<file path="src/design/hsvrgb_pkg.sv">
// Shared types and constants for the HSV to RGB converter.
package hsvrgb_pkg;

    typedef struct packed {
        logic [15:0] hue;
        logic [7:0]  saturation;
        logic [7:0]  brightness;
    } hsv_t;

    typedef struct packed {
        logic [7:0] red;
        logic [7:0] green;
        logic [7:0] blue;
    } rgb_t;

    // Hue scale: 1/64 degree units
    localparam logic [15:0] HUE_TURN   = 16'd23040;
    localparam logic [15:0] HUE_TURN2  = 16'd46080;
    localparam logic [11:0] HUE_SECTOR = 12'd3840;

    // Sector base hues for the 60 degree sectors
    localparam logic [14:0] BASE1 = 15'd3840;
    localparam logic [14:0] BASE2 = 15'd7680;
    localparam logic [14:0] BASE3 = 15'd11520;
    localparam logic [14:0] BASE4 = 15'd15360;
    localparam logic [14:0] BASE5 = 15'd19200;

    // floor(n / 15) = (n * RECIP15) >> 16, exact for n < 3840
    localparam logic [12:0] RECIP15 = 13'd4370;

    localparam logic [7:0] UNIT_MAX = 8'd255;

    // Sector codes
    localparam logic [2:0] SECT_RED     = 3'd0;
    localparam logic [2:0] SECT_YELLOW  = 3'd1;
    localparam logic [2:0] SECT_GREEN   = 3'd2;
    localparam logic [2:0] SECT_CYAN    = 3'd3;
    localparam logic [2:0] SECT_BLUE    = 3'd4;
    localparam logic [2:0] SECT_MAGENTA = 3'd5;

endpackage

</file>
<file path="src/design/hsvrgb_pipe.sv">
// Six-stage arithmetic pipeline for HSV to RGB conversion.
module hsvrgb_pipe (
    input  logic               clk,
    input  logic               rst_n,
    input  logic               en,
    input  logic               in_valid,
    input  hsvrgb_pkg::hsv_t   in_data,
    output logic               out_valid,
    output hsvrgb_pkg::rgb_t   out_data
);

    // stage 1: hue wrap, v*s product
    logic        v1_reg;
    logic [14:0] h1_reg, h1_next;
    logic [15:0] p1_reg, p1_next;
    logic [7:0]  b1_reg;
    // stage 2: sector split, chroma estimate
    logic        v2_reg;
    logic [2:0]  sec2_reg, sec2_next;
    logic [11:0] frac2_reg, frac2_next;
    logic [7:0]  cest2_reg, cest2_next;
    logic [15:0] p2_reg;
    logic [7:0]  b2_reg;
    // stage 3: chroma corrected, slope operand
    logic        v3_reg;
    logic [7:0]  c3_reg, c3_next;
    logic [11:0] f3_reg, f3_next;
    logic [2:0]  sec3_reg;
    logic [7:0]  b3_reg;
    // stage 4: c*f product, offset m
    logic        v4_reg;
    logic [19:0] prod4_reg, prod4_next;
    logic [7:0]  c4_reg;
    logic [7:0]  m4_reg, m4_next;
    logic [2:0]  sec4_reg;
    // stage 5: divide by 3840
    logic        v5_reg;
    logic [7:0]  x5_reg, x5_next;
    logic [7:0]  c5_reg;
    logic [7:0]  m5_reg;
    logic [2:0]  sec5_reg;
    // stage 6: channel assignment
    logic        v6_reg;
    hsvrgb_pkg::rgb_t rgb6_reg, rgb6_next;

    logic [15:0] hue_wrap;
    logic [14:0] base2;
    logic [15:0] est_sum;
    logic [16:0] rem3;
    logic [24:0] recip5;
    logic [7:0]  cm6, xm6;

    // stage 1
    always_comb
    begin
        if (in_data.hue >= hsvrgb_pkg::HUE_TURN2)
            hue_wrap = in_data.hue - hsvrgb_pkg::HUE_TURN2;
        else if (in_data.hue >= hsvrgb_pkg::HUE_TURN)
            hue_wrap = in_data.hue - hsvrgb_pkg::HUE_TURN;
        else
            hue_wrap = in_data.hue;
        h1_next = hue_wrap[14:0];
        p1_next = {8'd0, in_data.brightness} * {8'd0, in_data.saturation};
    end

    // stage 2
    always_comb
    begin
        if (h1_reg >= hsvrgb_pkg::BASE5)
        begin
            sec2_next = hsvrgb_pkg::SECT_MAGENTA;
            base2     = hsvrgb_pkg::BASE5;
        end
        else if (h1_reg >= hsvrgb_pkg::BASE4)
        begin
            sec2_next = hsvrgb_pkg::SECT_BLUE;
            base2     = hsvrgb_pkg::BASE4;
        end
        else if (h1_reg >= hsvrgb_pkg::BASE3)
        begin
            sec2_next = hsvrgb_pkg::SECT_CYAN;
            base2     = hsvrgb_pkg::BASE3;
        end
        else if (h1_reg >= hsvrgb_pkg::BASE2)
        begin
            sec2_next = hsvrgb_pkg::SECT_GREEN;
            base2     = hsvrgb_pkg::BASE2;
        end
        else if (h1_reg >= hsvrgb_pkg::BASE1)
        begin
            sec2_next = hsvrgb_pkg::SECT_YELLOW;
            base2     = hsvrgb_pkg::BASE1;
        end
        else
        begin
            sec2_next = hsvrgb_pkg::SECT_RED;
            base2     = 15'd0;
        end
        frac2_next = 12'(h1_reg - base2);
        // p*257/65536 never overshoots p/255 and undershoots by at most one
        est_sum    = p1_reg + {8'd0, p1_reg[15:8]};
        cest2_next = est_sum[15:8];
    end

    // stage 3
    always_comb
    begin
        // remainder p - 255*est, below 510
        rem3 = {1'b0, p2_reg} + {9'd0, cest2_reg} - {1'b0, cest2_reg, 8'd0};
        if (rem3 >= {9'd0, hsvrgb_pkg::UNIT_MAX})
            c3_next = cest2_reg + 8'd1;
        else
            c3_next = cest2_reg;
        if (sec2_reg[0])
            f3_next = hsvrgb_pkg::HUE_SECTOR - frac2_reg;
        else
            f3_next = frac2_reg;
    end

    // stage 4
    always_comb
    begin
        prod4_next = {12'd0, c3_reg} * {8'd0, f3_reg};
        m4_next    = b3_reg - c3_reg;
    end

    // stage 5: /3840 = >>8 then /15
    always_comb
    begin
        recip5  = {13'd0, prod4_reg[19:8]} * {12'd0, hsvrgb_pkg::RECIP15};
        x5_next = recip5[23:16];
    end

    // stage 6
    always_comb
    begin
        cm6 = c5_reg + m5_reg;
        xm6 = x5_reg + m5_reg;
        case (sec5_reg)
            hsvrgb_pkg::SECT_RED:    rgb6_next = '{red: cm6, green: xm6, blue: m5_reg};
            hsvrgb_pkg::SECT_YELLOW: rgb6_next = '{red: xm6, green: cm6, blue: m5_reg};
            hsvrgb_pkg::SECT_GREEN:  rgb6_next = '{red: m5_reg, green: cm6, blue: xm6};
            hsvrgb_pkg::SECT_CYAN:   rgb6_next = '{red: m5_reg, green: xm6, blue: cm6};
            hsvrgb_pkg::SECT_BLUE:   rgb6_next = '{red: xm6, green: m5_reg, blue: cm6};
            default:                 rgb6_next = '{red: cm6, green: m5_reg, blue: xm6};
        endcase
    end

    always_ff @(posedge clk or negedge rst_n)
    begin
        if (!rst_n)
        begin
            v1_reg <= 1'b0;
            v2_reg <= 1'b0;
            v3_reg <= 1'b0;
            v4_reg <= 1'b0;
            v5_reg <= 1'b0;
            v6_reg <= 1'b0;
        end
        else if (en)
        begin
            v1_reg <= in_valid;
            v2_reg <= v1_reg;
            v3_reg <= v2_reg;
            v4_reg <= v3_reg;
            v5_reg <= v4_reg;
            v6_reg <= v5_reg;
        end
    end

    always_ff @(posedge clk)
    begin
        if (en)
        begin
            h1_reg    <= h1_next;
            p1_reg    <= p1_next;
            b1_reg    <= in_data.brightness;

            sec2_reg  <= sec2_next;
            frac2_reg <= frac2_next;
            cest2_reg <= cest2_next;
            p2_reg    <= p1_reg;
            b2_reg    <= b1_reg;

            c3_reg    <= c3_next;
            f3_reg    <= f3_next;
            sec3_reg  <= sec2_reg;
            b3_reg    <= b2_reg;

            prod4_reg <= prod4_next;
            c4_reg    <= c3_reg;
            m4_reg    <= m4_next;
            sec4_reg  <= sec3_reg;

            x5_reg    <= x5_next;
            c5_reg    <= c4_reg;
            m5_reg    <= m4_reg;
            sec5_reg  <= sec4_reg;

            rgb6_reg  <= rgb6_next;
        end
    end

    assign out_valid = v6_reg;
    assign out_data  = rgb6_reg;

endmodule

</file>
<file path="src/design/hsv_to_rgb_converter.sv">
// Top level: HSV to RGB pixel converter with registered, skid-buffered output.
//
//  channel | direction | valid      | stall      | word
//  --------+-----------+------------+------------+-------------------------------
//  hsv     | in        | hsv_valid  | hsv_stall  | hue, saturation, brightness
//  rgb     | out       | rgb_valid  | rgb_stall  | red, green, blue
//
// Depth: 7 register stages (6 pipeline stages plus the output register) lie
// between the hsv word and the rgb word; one word per cycle sustained while
// rgb_stall stays low.
// The stage depth is set by the two constant-reciprocal divides (by 255 and
// by 3840) and the c*f multiply, each with a register after it.
// Reset clears all valid bits; no state survives between words.
// hsv_stall is the skid register's full flag, so a stall on rgb reaches the
// input only once the skid entry has absorbed the word in flight.
module hsv_to_rgb_converter (
    input  logic              clk,
    input  logic              rst_n,
    input  logic              hsv_valid,
    output logic              hsv_stall,
    input  hsvrgb_pkg::hsv_t  hsv,
    output logic              rgb_valid,
    input  logic              rgb_stall,
    output hsvrgb_pkg::rgb_t  rgb
);

    logic             en;
    logic             pipe_valid;
    hsvrgb_pkg::rgb_t pipe_data;

    logic             out_valid_reg, out_valid_next;
    hsvrgb_pkg::rgb_t out_reg, out_next;
    logic             skid_valid_reg, skid_valid_next;
    hsvrgb_pkg::rgb_t skid_reg, skid_next;

    logic push;
    logic pop;

    assign en        = !skid_valid_reg;
    assign hsv_stall = skid_valid_reg;

    hsvrgb_pipe u_pipe (
        .clk       (clk),
        .rst_n     (rst_n),
        .en        (en),
        .in_valid  (hsv_valid),
        .in_data   (hsv),
        .out_valid (pipe_valid),
        .out_data  (pipe_data)
    );

    assign push = en && pipe_valid;
    assign pop  = out_valid_reg && !rgb_stall;

    always_comb
    begin
        out_valid_next  = out_valid_reg;
        out_next        = out_reg;
        skid_valid_next = skid_valid_reg;
        skid_next       = skid_reg;
        if (skid_valid_reg)
        begin
            // pipeline is frozen; drain skid into output
            if (pop)
            begin
                out_next        = skid_reg;
                skid_valid_next = 1'b0;
            end
        end
        else if (push)
        begin
            if (!out_valid_reg || pop)
            begin
                out_next       = pipe_data;
                out_valid_next = 1'b1;
            end
            else
            begin
                skid_next       = pipe_data;
                skid_valid_next = 1'b1;
            end
        end
        else if (pop)
        begin
            out_valid_next = 1'b0;
        end
    end

    always_ff @(posedge clk or negedge rst_n)
    begin
        if (!rst_n)
        begin
            out_valid_reg  <= 1'b0;
            skid_valid_reg <= 1'b0;
        end
        else
        begin
            out_valid_reg  <= out_valid_next;
            skid_valid_reg <= skid_valid_next;
        end
    end

    always_ff @(posedge clk)
    begin
        out_reg  <= out_next;
        skid_reg <= skid_next;
    end

    assign rgb_valid = out_valid_reg;
    assign rgb       = out_reg;

    // skid only ever holds a word behind a waiting output word
    a_skid_behind_out: assert property (@(posedge clk) disable iff (!rst_n)
        skid_valid_reg |-> out_valid_reg)
        else $error("skid holds a word while output is empty");

    // a word arriving at a blocked output must land in the skid
    a_push_to_skid: assert property (@(posedge clk) disable iff (!rst_n)
        (rgb_valid && rgb_stall && pipe_valid && !skid_valid_reg) |=> skid_valid_reg)
        else $error("word lost at blocked output");

    // skid word is held while the output stays blocked
    a_skid_holds: assert property (@(posedge clk) disable iff (!rst_n)
        (skid_valid_reg && rgb_stall) |=> (skid_valid_reg && $stable(skid_reg)))
        else $error("skid word changed under stall");

    // output register drains the skid when taken
    a_skid_drain: assert property (@(posedge clk) disable iff (!rst_n)
        (skid_valid_reg && !rgb_stall) |=> (rgb_valid && rgb == $past(skid_reg)))
        else $error("skid word not moved to output");

endmodule
</file>
<file path="config.mk">
export PLATFORM = sky130hd
export DESIGN_NAME = hsv_to_rgb_converter
export DESIGN_NICKNAME = d
export VERILOG_FILES = /design/src/design/hsvrgb_pkg.sv /design/src/design/hsvrgb_pipe.sv /design/src/design/hsv_to_rgb_converter.sv
export SDC_FILE = /design/constraint.sdc
export NUM_CORES = 1
export LEC_CHECK = 0
export BUFFER_PORTS_ARGS = -buffer_cell sky130_fd_sc_hd__buf_2
export CORE_MARGIN = 1
export CORE_UTILIZATION = 50
export DETAILED_ROUTE_END_ITERATION = 12
export GPL_TIMING_DRIVEN = 0
export PLACE_DENSITY_LB_ADDON = 0.12
export RECOVER_POWER = 25
export SETUP_SLACK_MARGIN = 0.2
export SYNTH_ARGS = -nofsm -noshare
export SYNTH_HDL_FRONTEND = slang
export SYNTH_HIERARCHICAL = 1
export SYNTH_SLANG_ARGS = --single-unit
</file>
<file path="constraint.sdc">
create_clock -name clk -period 13.6 [get_ports clk]
set_input_delay 0.68 -clock clk [delete_from_list [all_inputs] [get_ports clk]]
set_output_delay 0.68 -clock clk [all_outputs]
set_load 0.05 [all_outputs]
</file>
; ---- Yosys cells after proc, flatten, opt, wreduce, memory -nomap -nowiden
; Cells that the tools add are included.
[word_totals]
ff_bits = 263
output_inout_bits = 26
[op_classes]
add_sub_neg = 11
mul = 3
order_cmp = 8
n_eq_ne = 6
n_mux = 25
bitwise = 2
reduce_logical = 14
[ops]
columns = cell, n
row1 = $pmux 24 s5, 1
row2 = $mux 24, 4
row3 = $mux 12, 6
row4 = $ge 15x14->1 const B, 2
row5 = $mux 15, 2
row6 = $mul 12x12->23 const B, 1
row7 = $mul 8x12->20, 1
row8 = $add 16x8->17, 1
row9 = $ge 17x8->1 const B, 1
row10 = $sub 17x16->17, 1
row11 = $add 16x8->16, 1
row12 = $add 8x8->8, 2
row13 = $ge 16x15->1 const B, 1
row14 = $ge 16x16->1 const B, 1
row15 = $mul 8x8->16, 1
row16 = $ge 15x12->1 const B, 1
row17 = $ge 15x13->1 const B, 1
row18 = $ge 15x15->1 const B, 1
row19 = $sub 15x14->15 const B, 1
row20 = $sub 15x15->15 const B, 1
row21 = $sub 12x12->12, 1
row22 = $sub 12x12->12 const A, 1
row23 = $mux 1, 9
row24 = $reduce_and 3->1, 3
row25 = 15 further kinds, 24

; ---- Logic depth before layout (Yosys ltp)
; Gate-level depths: netlist of the first run.
[depth]
ltp_word = 7
depth_mapped = 19
mapped_depth_nobuf = 18

; ---- Modules after synthesis
; Netlist of the first run, hierarchy kept.
[modules_own_cells]
columns = module, n_inst, cells_per_inst, area_per_inst_um2, seq_area_each_um2
row1 = hsvrgb_pipe, 1, 1496, 16235.6, 6125.9
row2 = hsv_to_rgb_converter, 1, 88, 1865.5, 1491.4

; ---- Worst setup path after synthesis of the first run
; No wires, ideal clock.
[synth_path]
kind = reg-to-reg
start = reg skid_valid_reg, in the netlist hsv_stall
end = reg u_pipe.v1_reg
t_arrival_ns = 5.522
slack_ns = 7.954
path_stages_with_launch = 6
synth_period_minus_slack_ns = 5.646
cell_sequence = dfrtp_1 > buf_6 > buf_6 > inv_1 > clkbuf_1 > mux2_2
[synth_rtl]
columns = element, line
row1 = from (decl), hsv_to_rgb_converter.sv:33  ; logic skid_valid_reg, skid_valid_next;
row2 = from (signal assigned), hsv_to_rgb_converter.sv:99  ; skid_valid_reg <= skid_valid_next;
row3 = to (signal assigned), hsvrgb_pipe.sv:162  ; v1_reg <= in_valid;
row4 = to (decl), hsvrgb_pipe.sv:13  ; logic v1_reg;
; No word-level cell between the ends.

; ---- Worst setup path after layout of the first run
[layout_path]
start = reg u_pipe.c3_reg[4]
end = reg u_pipe.prod4_reg[19], data pin
[layout_between]
elab_chain_cells = 1
[layout_lines]
columns = element, line
row1 = from (decl), hsvrgb_pipe.sv:26  ; logic [7:0] c3_reg, c3_next;
row2 = from (signal assigned), hsvrgb_pipe.sv:185  ; c3_reg <= c3_next;
row3 = $mul 8x12->20, hsvrgb_pipe.sv:123  ; prod4_next = {12'd0, c3_reg} * {8'd0, f3_reg};
row4 = via u_pipe.prod4_next[19], hsvrgb_pipe.sv:32  ; logic [19:0] prod4_reg, prod4_next;
row5 = to (signal assigned), hsvrgb_pipe.sv:190  ; prod4_reg <= prod4_next;
row6 = to (decl), hsvrgb_pipe.sv:32
; The timed path passes the listed nets, and every way through them passes these cells.
; A chain may end at the register's enable or synchronous reset.

==> results of run 1 <==
==> worst paths after layout <==
kind / to / slack, ns / cells after the start
min in group asynchronous: u_pipe/out_valid / 0.57 / 2
setup / recovery: u_pipe/prod4_reg[19] / 8.02 / 18
hold reg to reg: u_pipe/sec4_reg[0] / 0.41 / 0
max in group asynchronous: u_pipe/v2_reg / 12.75 / 2
hold / removal: u_pipe/h1_reg[0] / 0.34 / 1
setup reg to reg: u_pipe/prod4_reg[19] / 8.02 / 18
==> layout make-up <==
| class | count | area, µm² |
|---|---|---|
| fillers | 3061 | 15600 |
| multi-input cells | 1066 | 9470 |
| clock inverters | 17 | 243 |
| plain buffers | 35 | 150 |
| well taps | 461 | 577 |
| flip-flops and latches | 255 | 7620 |
| clock buffers | 32 | 724 |
| repair buffers | 63 | 347 |
| inverters | 228 | 863 |
==> logic make-up (layout without fill, tap and decap cells) <==
| kind of cell | after synthesis | after routing | synth area share |
|---|---|---|---|
| and+or+nand+nor | 387 | 387 | 0.109 |
| xor gates and xnor gates | 96 | 96 | 0.0465 |
| buffers and inverters | 263 | 375 | 0.0564 |
| AOI/OAI and AO/OA | 234 | 234 | 0.0847 |
| muxes | 40 | 40 | 0.0256 |
| adders and majority gates | 309 | 309 | 0.258 |
| DFF | 255 | 255 | 0.421 |
==> cells in the mapped netlist (4+ instances only) <==
cell,instances
edfxtp_1,247
inv_1,228
ha_1,203
nand2_1,116
and2_1,111
fa_1,106
xnor2_1,73
nor2_1,66
o21ai_0,62
a21oi_1,57
clkbuf_1,28
mux2_2,26
xor2_1,23
a21o_1,21
nand3_1,17
nand2b_1,15
nor2b_1,13
nor3_1,13
a211oi_1,11
a31oi_1,10
dfrtp_1,8
mux2i_1,8
a221oi_1,7
o22ai_1,7
mux2_4,6
nand4_1,6
nor4_1,6
o21bai_1,6
o2111ai_1,5
o21a_1,5
o221ai_1,5
a311o_1,4
and3_1,4
o211ai_1,4
o31ai_1,4
or2_2,4
or3_1,4
==> per-stage QoR <==
| step | utilization | cells | hold WS [ns] | cell area [µm²] |
|---|---|---|---|---|
| final | 0.562 | 2157 | 0.338 | 20000 |
| after global routing | 0.562 | 2157 | 0.318 | 20000 |
| after CTS | 0.563 | 2157 | 0.309 | 20000 |
| after detailed placement | 0.535 | 2107 | 0.405 | 19000 |
| after global placement | 0.533 | 2104 | 0.400 | 19000 |
| after floorplan | - | 1584 | 0.384 | 18100 |
==> cells in the final DEF (no fill, tap or decap), types with 15 or more instances in the layout <==
| master | instances |
|---|---|
| edfxtp_1 | 247 |
| xor2_1 | 23 |
| clkbuf_1 | 45 |
| clkbuf_16 | 27 |
| a21o_1 | 21 |
| xnor2_1 | 73 |
| o21ai_0 | 62 |
| buf_2 | 46 |
| and2_1 | 109 |
| nand2_1 | 116 |
| mux2_2 | 26 |
| inv_1 | 227 |
| fa_1 | 106 |
| nand2b_1 | 15 |
| ha_1 | 203 |
| nand3_1 | 17 |
| nor2_1 | 65 |
| a21oi_1 | 57 |
==> timing repair <==
item / CTS / global route
gates resized for setup: 0 / 0
setup endpoints to repair: 0 / 0
hold buffers: 1 / 0
hold endpoints to repair: 8 / 0
==> worst register-to-register path, stage by stage (launching register included) <==
cell,delay (ns)
edfxtp_1,0.52
clkbuf_1,0.31
and2_1,0.24
fa_1,0.45
fa_1,0.50
ha_1,0.29
inv_1,0.05
fa_1,0.53
inv_1,0.04
ha_1,0.29
a21oi_1,0.13
o21ai_0,0.18
a211oi_1,0.36
nor3_1,0.14
o31ai_1,0.48
nor2_1,0.12
a2111oi_2,0.43
o21ba_2,0.19
xnor2_1,0.05
==> metal layers <==
layer	part of all wire	GRT usage	up-vias
li1	-	-	5632
met1	0.43	0.237	5591
met2	0.51	0.347	201
met3	0.032	0.0218	57
met4	0.026	0.0615	0
met5	0	0	-
==> impl_metrics.env, run 1 <==
export IMPL_die_h_um=192
export IMPL_synth_cell_types=71
export IMPL_syn_nets=1929
export IMPL_hold_path_class="input port to flop"
export IMPL_cp_slowest_cell="fa_1"
export IMPL_fin_nets=2021
export IMPL_syn_inst=1584
export IMPL_ys_warn_count=6
export IMPL_max_slew_margin_rel=0.474
export IMPL_worstReg2RegStart="u_pipe/c3_reg[4]"
export IMPL_crit_required_ns=13.89
export IMPL_crit_fanout=10
export IMPL_diodes=0
export IMPL_tns_ns=0
export IMPL_io_pins=62
export IMPL_crit_path_start="u_pipe/c3_reg[4]"
export IMPL_worstSetupPathType="flop to flop"
export IMPL_critPathLaunchType="flop"
export IMPL_die_x_um=192
export IMPL_clk_latency_ns=0.54
export IMPL_root_buffer="clkbuf_16"
export IMPL_slowest_delay_ns=0.53
export IMPL_yosys_register_bits=255
export IMPL_pre_cts_ws_ns=8.04
export IMPL_period_minus_slack_ns=5.58
export IMPL_layout_drive_gt1_share=0.0879
export IMPL_status="finished clean"
export IMPL_cts_setup_buffers=0
export IMPL_synth_area_leaders="edfxtp_1, ha_1, fa_1"
export IMPL_route_detailed_drc=0
export IMPL_finalWirelength_um=34300
export IMPL_drv_cap=0
export IMPL_cp_num_buf_inv=3
export IMPL_path_cells="clkbuf_1, and2_1, fa_1, fa_1, ha_1, inv_1, fa_1, inv_1, ha_1, a21oi_1, o21ai_0, a211oi_1, nor3_1, o31ai_1, nor2_1, a2111oi_2, o21ba_2, xnor2_1"
export IMPL_place_gp_congestion=0.860
export IMPL_async_reset_ff_frac=0.0314
export IMPL_placementRows=69
export IMPL_grt_pass1_vias=11500
export IMPL_hold_violations=0
export IMPL_synth_edf_count=247
export IMPL_finalSetupViolCount=0
export IMPL_worstPathArrival_ns=5.87
export IMPL_core_um2=35600
export IMPL_fmax_mhz=179
export IMPL_synth_flop_cell="edfxtp_1"
export IMPL_clkSinkCount=255
export IMPL_syn_area_per_cell_um2=11.4
export IMPL_skew_ns=0.0138
export IMPL_worst_slack_ns=8.02
export IMPL_dp_hpwl_um=26200
export IMPL_critPathCaptureType="flop"
export IMPL_placement_io_buffers=59
export IMPL_grt_pass1_wl_um=56300
export IMPL_crit_top_cell="fa_1"
export IMPL_drt_pass1_iterations=5
export IMPL_wl_per_cell_um=15.9
export IMPL_slew_viol_final=0
export IMPL_tritoncts="yes"
export IMPL_cts_buffers_inserted=27
export IMPL_start_util=0.509
export IMPL_tightest_slew_ns=0.789
export IMPL_post_synth_top_area_cell="edfxtp_1"
export IMPL_min_delay_start="hsv[16]"
export IMPL_grt_max_degree=108
export IMPL_grt_setup_unrepaired="false"
export IMPL_grt_usage=0.191
export IMPL_die_area_um2=37000
export IMPL_vias_per_cell=5.32
export IMPL_ant_nets=0
export IMPL_num_vias=11500
export IMPL_syn2layout_area_growth_pct=10.4
export IMPL_cp_top_family="adder cells"
export IMPL_clk_pin_slew_ns=0.07
export IMPL_gr_total_overflow=0
export IMPL_period_share=0.410
export IMPL_syn_area_um2=18100
export IMPL_yosysSeqAreaShare=0.421
export IMPL_htreeDepth=1
export IMPL_drtIter0Drc=529
export IMPL_antenna_found_initial=0
export IMPL_synth_top_area_frac=0.410
export IMPL_clk_path_buf_depth=3
Power of run 1 is not shown: default switching activity piles up to over one toggle a cycle in this logic, so the estimate is an artifact.
==> inputs of run 2 (changes only) <==
--- a/config.mk
+++ b/config.mk
@@ -5,6 +5,7 @@
 export SDC_FILE = /design/constraint.sdc
 export NUM_CORES = 1
 export LEC_CHECK = 0
+export ABC_AREA = 1
 export BUFFER_PORTS_ARGS = -buffer_cell sky130_fd_sc_hd__buf_2
 export CORE_MARGIN = 1
 export CORE_UTILIZATION = 50
==> constraint.sdc (replaced) <==
create_clock -name clk -period 5.8 [get_ports clk]
set_input_delay 0.29 -clock clk [delete_from_list [all_inputs] [get_ports clk]]
set_output_delay 0.29 -clock clk [all_outputs]
set_load 0.05 [all_outputs]
==> run 2 against run 1 <==
Clock-buffer cell count increased by 8. Highest routed layer unchanged. Clock skew increased by 0.0040 ns. Sequential cell count unchanged. Register-to-register slack got worse by 7.2 ns.
==> impl_metrics.env, run 2 <==
export IMPL_placement_io_buffers=53
export IMPL_grt_max_degree=136
export IMPL_diodes=0
export IMPL_fin_nets=2500
export IMPL_fmax_mhz=202
export IMPL_num_vias=13300
export IMPL_syn2layout_area_growth_pct=10.5
export IMPL_finalWirelength_um=37500
export IMPL_critPathCaptureType="flop"
export IMPL_syn_area_per_cell_um2=9.24
export IMPL_worstSetupPathType="flop to flop"
export IMPL_ant_nets=0
export IMPL_met1_usage=0.249
export IMPL_worst_slack_ns=0.840
export IMPL_nFillCells=3287
export IMPL_multiInputGateArea_um2=9450
export IMPL_dp_hpwl_um=30000
export IMPL_crit_path_start="u_pipe/c3_reg[4]"
export IMPL_route_detailed_drc=0
export IMPL_grt_pass1_wl_um=62700
export IMPL_max_slew_margin_rel=0.370
export IMPL_regArea_um2=7620
export IMPL_worstPathArrival_ns=5.26
export IMPL_tritoncts="yes"
export IMPL_tightest_slew_ns=0.944
export IMPL_slew_viol_final=0
export IMPL_synth_simple_area_share=0.161
export IMPL_start_util=0.513
export IMPL_die_x_um=197
export IMPL_finalSetupViolCount=0
export IMPL_crit_fanout=10
export IMPL_root_buffer="clkbuf_16"
export IMPL_grt_setup_unrepaired="false"
export IMPL_grt_pass1_vias=13500
export IMPL_cts_buffers_inserted=26
export IMPL_hold_violations=0
export IMPL_drt_pass1_iterations=5
export IMPL_synth_flop_cell="edfxtp_1"
export IMPL_synth_edf_count=247
export IMPL_synthAdderAreaFrac=0.246
export IMPL_grt_usage=0.199
export IMPL_busiest_layer="met2"
export IMPL_cp_num_buf_inv=4
export IMPL_yosysSeqAreaShare=0.402
export IMPL_hold_ws_ns=0.0401
export IMPL_vias_per_cell=4.97
export IMPL_clk_latency_ns=0.54
export IMPL_period_minus_slack_ns=4.96
export IMPL_yosys_register_bits=255
export IMPL_crit_required_ns=6.10
export IMPL_ys_warn_count=6
export IMPL_tns_ns=0
export IMPL_post_synth_top_count_cell="nand2_1"
export IMPL_placementRows=70
export IMPL_hold_path_class="input port to flop"
export IMPL_status="finished clean"
export IMPL_pre_cts_ws_ns=0.845
export IMPL_cts_setup_buffers=0
export IMPL_clk_path_buf_depth=3
export IMPL_place_gp_congestion=0.877
export IMPL_synth_top_area_frac=0.391
export IMPL_final_cell_mix="nand2_1, inv_1, edfxtp_1, ha_1, fa_1"
export IMPL_post_synth_top_area_cell="edfxtp_1"
export IMPL_path_cells="clkbuf_1, nand2_1, fa_1, inv_1, fa_1, fa_1, inv_1, fa_1, inv_1, ha_1, a21oi_1, o21ai_0, a221oi_1, nand2_1, nand2_1, nand2_1"
export IMPL_final_common_cell="nand2_1"
export IMPL_syn_nets=2398
export IMPL_synth_xor_area_share=0.0360
export IMPL_synth_top_family_by_area="adder cells"
export IMPL_min_delay_start="rgb_stall"
export IMPL_syn_area_um2=19000
export IMPL_wl_per_cell_um=14.0
export IMPL_antenna_found_initial=0
export IMPL_synthTopCellsByCount="nand2_1, inv_1, edfxtp_1"
export IMPL_synth_compound_area_frac=0.0555
export IMPL_drtIter0Drc=638
export IMPL_drv_cap=0
export IMPL_period_share=0.855
export IMPL_worstReg2RegStart="u_pipe/c3_reg[4]"
export IMPL_layout_drive_gt1_share=0.0533
export IMPL_skew_ns=0.0178
export IMPL_die_h_um=197
export IMPL_grtUsageMet2=0.360
export IMPL_die_area_um2=38700
export IMPL_io_pins=62
export IMPL_synth_mux_area_frac=0
export IMPL_place_inst=2613
export IMPL_fin_cells=2679
export IMPL_synth_cell_types=48
export IMPL_clkSinkCount=255
export IMPL_gr_usage_met3=0.0248
export IMPL_async_reset_ff_frac=0.0314
export IMPL_cp_slowest_cell="fa_1"
export IMPL_cp_top_family="adder cells"
export IMPL_gr_total_overflow=0
export IMPL_syn_inst=2053
export IMPL_clk_pin_slew_ns=0.06
export IMPL_slowest_delay_ns=0.56
export IMPL_core_um2=37000
export IMPL_htreeDepth=1
export IMPL_critPathLaunchType="flop"
export IMPL_synth_area_leaders="edfxtp_1, ha_1, fa_1"
run 2: cells by family (layout without fill, tap and decap cells):
| logic type | count (synthesis) | after routing |
|---|---|---|
| compound gates | 179 | 179 |
| flops | 255 | 255 |
| fa+ha+maj | 309 | 309 |
| xor+xnor | 78 | 78 |
| buf+inv | 500 | 622 |
| simple gates | 732 | 732 |
run 2: per-stage QoR:
| stage | area (µm²) | utilization |
|---|---|---|
| floorplan | 19000 | - |
| global placement | 19900 | 0.537 |
| detailed placement | 19900 | 0.540 |
| CTS | 21000 | 0.568 |
| global route | 21000 | 0.567 |
| finish | 21000 | 0.567 |
run 2: layout make-up:
cell class | instances | share of cell area
buffer | 41 | 0.00859
clock buffer | 40 | 0.0370
clock inverter | 8 | 0.00483
inverter | 459 | 0.0822
multi-input combinational | 1298 | 0.451
sequential | 255 | 0.363
tap | 504 | 0.0301
timing repair buffer | 74 | 0.0235
run 2: worst reg2reg max path: stages, from the launching register on:
cell and delay, ns:
edfxtp_1 0.48, clkbuf_1 0.52, nand2_1 0.17, fa_1 0.56, inv_1 0.05, fa_1 0.46, fa_1 0.54, inv_1 0.05
fa_1 0.53, inv_1 0.04, ha_1 0.34, a21oi_1 0.28, o21ai_0 0.18, a221oi_1 0.32, nand2_1 0.09, nand2_1 0.06
nand2_1 0.04
run 2: layer usage:
| metal | part of all wire | wire length (µm) | up-vias |
|---|---|---|---|
| li1 | - | - | 6753 |
| met1 | 0.44 | 16600 | 6235 |
| met2 | 0.50 | 18800 | 247 |
| met3 | 0.034 | 1270 | 67 |
| met4 | 0.023 | 862 | 0 |
| met5 | 0 | 0 | - |
run 2: what timing repair did:
| item | 4_1_cts | 5_1_grt |
|---|---|---|
| hold endpoints to repair | 25 | 0 |
| hold buffers | 18 | 0 |
| resized for setup | 0 | 0 |
run 2: path summary, 6_finish.rpt:
check / cells after the start / to / slack [ns]
worst max-delay path: 16 / u_pipe/prod4_reg[18] / 0.84
worst min-delay path: 3 / rgb_valid / 0.04
worst max register to register: 16 / u_pipe/prod4_reg[18] / 0.84
worst min register to register: 0 / u_pipe/b3_reg[6] / 0.41
max in group asynchronous: 2 / u_pipe/v1_reg / 5.33
min in group asynchronous: 2 / u_pipe/v3_reg / 0.18
Power of run 2 is left out for the same reason.
==> inputs of run 3 (changes only) <==
--- a/config.mk
+++ b/config.mk
@@ -16,5 +16,4 @@
 export SETUP_SLACK_MARGIN = 0.2
 export SYNTH_ARGS = -nofsm -noshare
 export SYNTH_HDL_FRONTEND = slang
-export SYNTH_HIERARCHICAL = 1
 export SYNTH_SLANG_ARGS = --single-unit
==> run 3 against run 2 <==
Fmax shrank 0.89%. Global-route usage is 0.47 points lower. Core utilization decreased by 0.40 points. Synthesized area shrank 1.2%. Clock skew rose by 0.0021 ns. Critical endpoint is now u_pipe.p1_reg[14]. Highest routed layer unchanged.
==> impl_metrics.env, run 3 <==
export IMPL_path_cells="dlygate4sd3_1, clkbuf_1, clkbuf_1, nand2_1, fa_1, fa_1, inv_1, fa_1, inv_1, fa_1, inv_1, ha_1, a21oi_1, o21ai_0, a21oi_1, o21ai_0, nand2_1, a21oi_1, nor2_1, nand2_1, nand2_1"
export IMPL_max_slew_margin_rel=0.571
export IMPL_cts_setup_buffers=0
export IMPL_diodes=0
export IMPL_synth_edf_count=247
export IMPL_hold_violations=0
export IMPL_clk_pin_slew_ns=0.06
export IMPL_die_h_um=196
export IMPL_slew_viol_final=0
export IMPL_syn2layout_area_growth_pct=10.5
export IMPL_wl_per_cell_um=13.8
export IMPL_synthTopCellsByCount="nand2_1, inv_1, edfxtp_1"
export IMPL_layout_drive_gt1_share=0.0529
export IMPL_finalWirelength_um=35900
export IMPL_clkSinkCount=255
export IMPL_clk_latency_ns=0.54
export IMPL_syn_nets=2360
export IMPL_placementRows=70
export IMPL_post_synth_top_area_cell="edfxtp_1"
export IMPL_grt_pass1_wl_um=60600
export IMPL_tns_ns=0
export IMPL_synth_cell_types=48
export IMPL_die_area_um2=38300
export IMPL_antenna_found_initial=0
export IMPL_synth_area_leaders="edfxtp_1, ha_1, fa_1"
export IMPL_synth_top_area_frac=0.396
export IMPL_yosysSeqAreaShare=0.406
export IMPL_syn_area_per_cell_um2=9.30
export IMPL_cts_buffers_inserted=27
export IMPL_grt_max_degree=130
export IMPL_worstSetupPathType="input port to flop"
export IMPL_die_x_um=196
export IMPL_htreeDepth=1
export IMPL_gr_total_overflow=0
export IMPL_num_vias=13000
export IMPL_fin_nets=2464
export IMPL_skew_ns=0.0200
export IMPL_hold_buffers=19
export IMPL_slowest_delay_ns=0.56
export IMPL_drtIter0Drc=570
export IMPL_root_buffer="clkbuf_16"
export IMPL_tightest_slew_ns=0.640
export IMPL_dp_hpwl_um=28200
export IMPL_drv_cap=0
export IMPL_grt_pass1_vias=12900
export IMPL_status="finished clean"
export IMPL_post_synth_top_count_cell="nand2_1"
export IMPL_grt_setup_unrepaired="false"
export IMPL_final_common_cell="nand2_1"
export IMPL_cts_repair_resized=0
export IMPL_route_detailed_drc=0
export IMPL_drt_pass1_iterations=5
export IMPL_synth_flop_cell="edfxtp_1"
export IMPL_tritoncts="yes"
export IMPL_final_cell_mix="nand2_1, inv_1, edfxtp_1, ha_1, fa_1"
export IMPL_grt_usage=0.194
export IMPL_async_reset_ff_frac=0.0314
export IMPL_fmax_mhz=200
export IMPL_placement_io_buffers=53
export IMPL_syn_area_um2=18700
export IMPL_crit_required_ns=6.07
export IMPL_nFillCells=3270
export IMPL_ys_warn_count=0
export IMPL_critPathCaptureType="flop"
export IMPL_place_gp_congestion=0.870
export IMPL_core_um2=36800
export IMPL_worstPathArrival_ns=5.28
export IMPL_crit_fanout=8
export IMPL_ant_nets=0
export IMPL_cp_slowest_cell="fa_1"
export IMPL_hold_path_class="input port to flop"
export IMPL_start_util=0.510
export IMPL_period_minus_slack_ns=5.00
export IMPL_period_share=0.863
export IMPL_critPathLaunchType="input port"
export IMPL_syn_inst=2015
export IMPL_finalSetupViolCount=0
export IMPL_clk_path_buf_depth=3
export IMPL_vias_per_cell=4.97
export IMPL_yosys_register_bits=255
export IMPL_io_pins=62
## run 3: cell types whose count changed after synthesis, moves of 4 or more
cell / previous run / this run
inv_2: 2 / 6
a31oi_1: 6 / 2
inv_1: 456 / 426
nand3_1: 62 / 71
nor2_1: 82 / 67
and2_1: 5 / 0
nand2_2: 14 / 4
clkbuf_1: 32 / 38
o21ai_0: 43 / 54
o221ai_1: 20 / 13
## run 3: metrics by stage
stage | hold WS (ns) | instance area, µm² | utilization | setup slack [ns] | cells
2_1_floorplan | -0.00559 | 18800 | - | 1.46 | 2015
5_1_grt | 0.0995 | 20700 | 0.563 | 0.562 | 2606
4_1_cts | 0.0504 | 20700 | 0.564 | 0.885 | 2606
3_5_place_dp | 0.140 | 19700 | 0.535 | 0.867 | 2539
3_3_place_gp | 0.136 | 19600 | 0.533 | 0.888 | 2536
6_report | 0.0655 | 20700 | 0.563 | 0.796 | 2606
## run 3: logic make-up after synthesis
| group | after synthesis | synth area share |
|---|---|---|
| AOI/OAI and AO/OA | 185 | 0.0573 |
| buffers and inverters | 475 | 0.0953 |
| DFF | 255 | 0.406 |
| adders and majority gates | 309 | 0.249 |
| and+or+nand+nor | 715 | 0.157 |
| xor gates and xnor gates | 76 | 0.0355 |
## run 3: final timing paths
path / startpoint / end / slack, ns / cells after the start
hold / removal: rgb_stall / hsv_stall / 0.07 / 3
setup reg to reg: u_pipe.c3_reg[4] / u_pipe.prod4_reg[19] / 0.96 / 17
setup / recovery: hsv[0] / u_pipe.p1_reg[14] / 0.80 / 21
max in group asynchronous: rst_n / hsv_stall / 5.30 / 2
min in group asynchronous: rst_n / u_pipe.out_valid / 0.20 / 2
hold reg to reg: u_pipe.sec4_reg[1] / u_pipe.sec5_reg[1] / 0.41 / 0
## run 3: layout make-up
type                            instances  area, µm²  area share
Inverter                              433       1630      0.0784
Clock inverter                         13        171     0.00827
Tap cell                              468        586      0.0283
Sequential cell                       255       7620       0.368
Clock buffer                           35        706      0.0341
Buffer                                 42        173     0.00833
Multi-Input combinational cell       1285       9350       0.451
Timing Repair Buffer                   75        493      0.0238
## run 3: per-layer routing
metal	global-route usage	share of wire
met4	0.0595	0.030
met1	0.247	0.45
met3	0.0209	0.029
met2	0.348	0.49
met5	0	0
## run 3: critical path: cells and delay by family
family,cells,cell delay [ns]
simple gates,5,0.40
compound gates,5,0.85
buf+inv,6,1.20
fa+ha+maj,5,2.53
Power of run 3 is left out for the same reason.
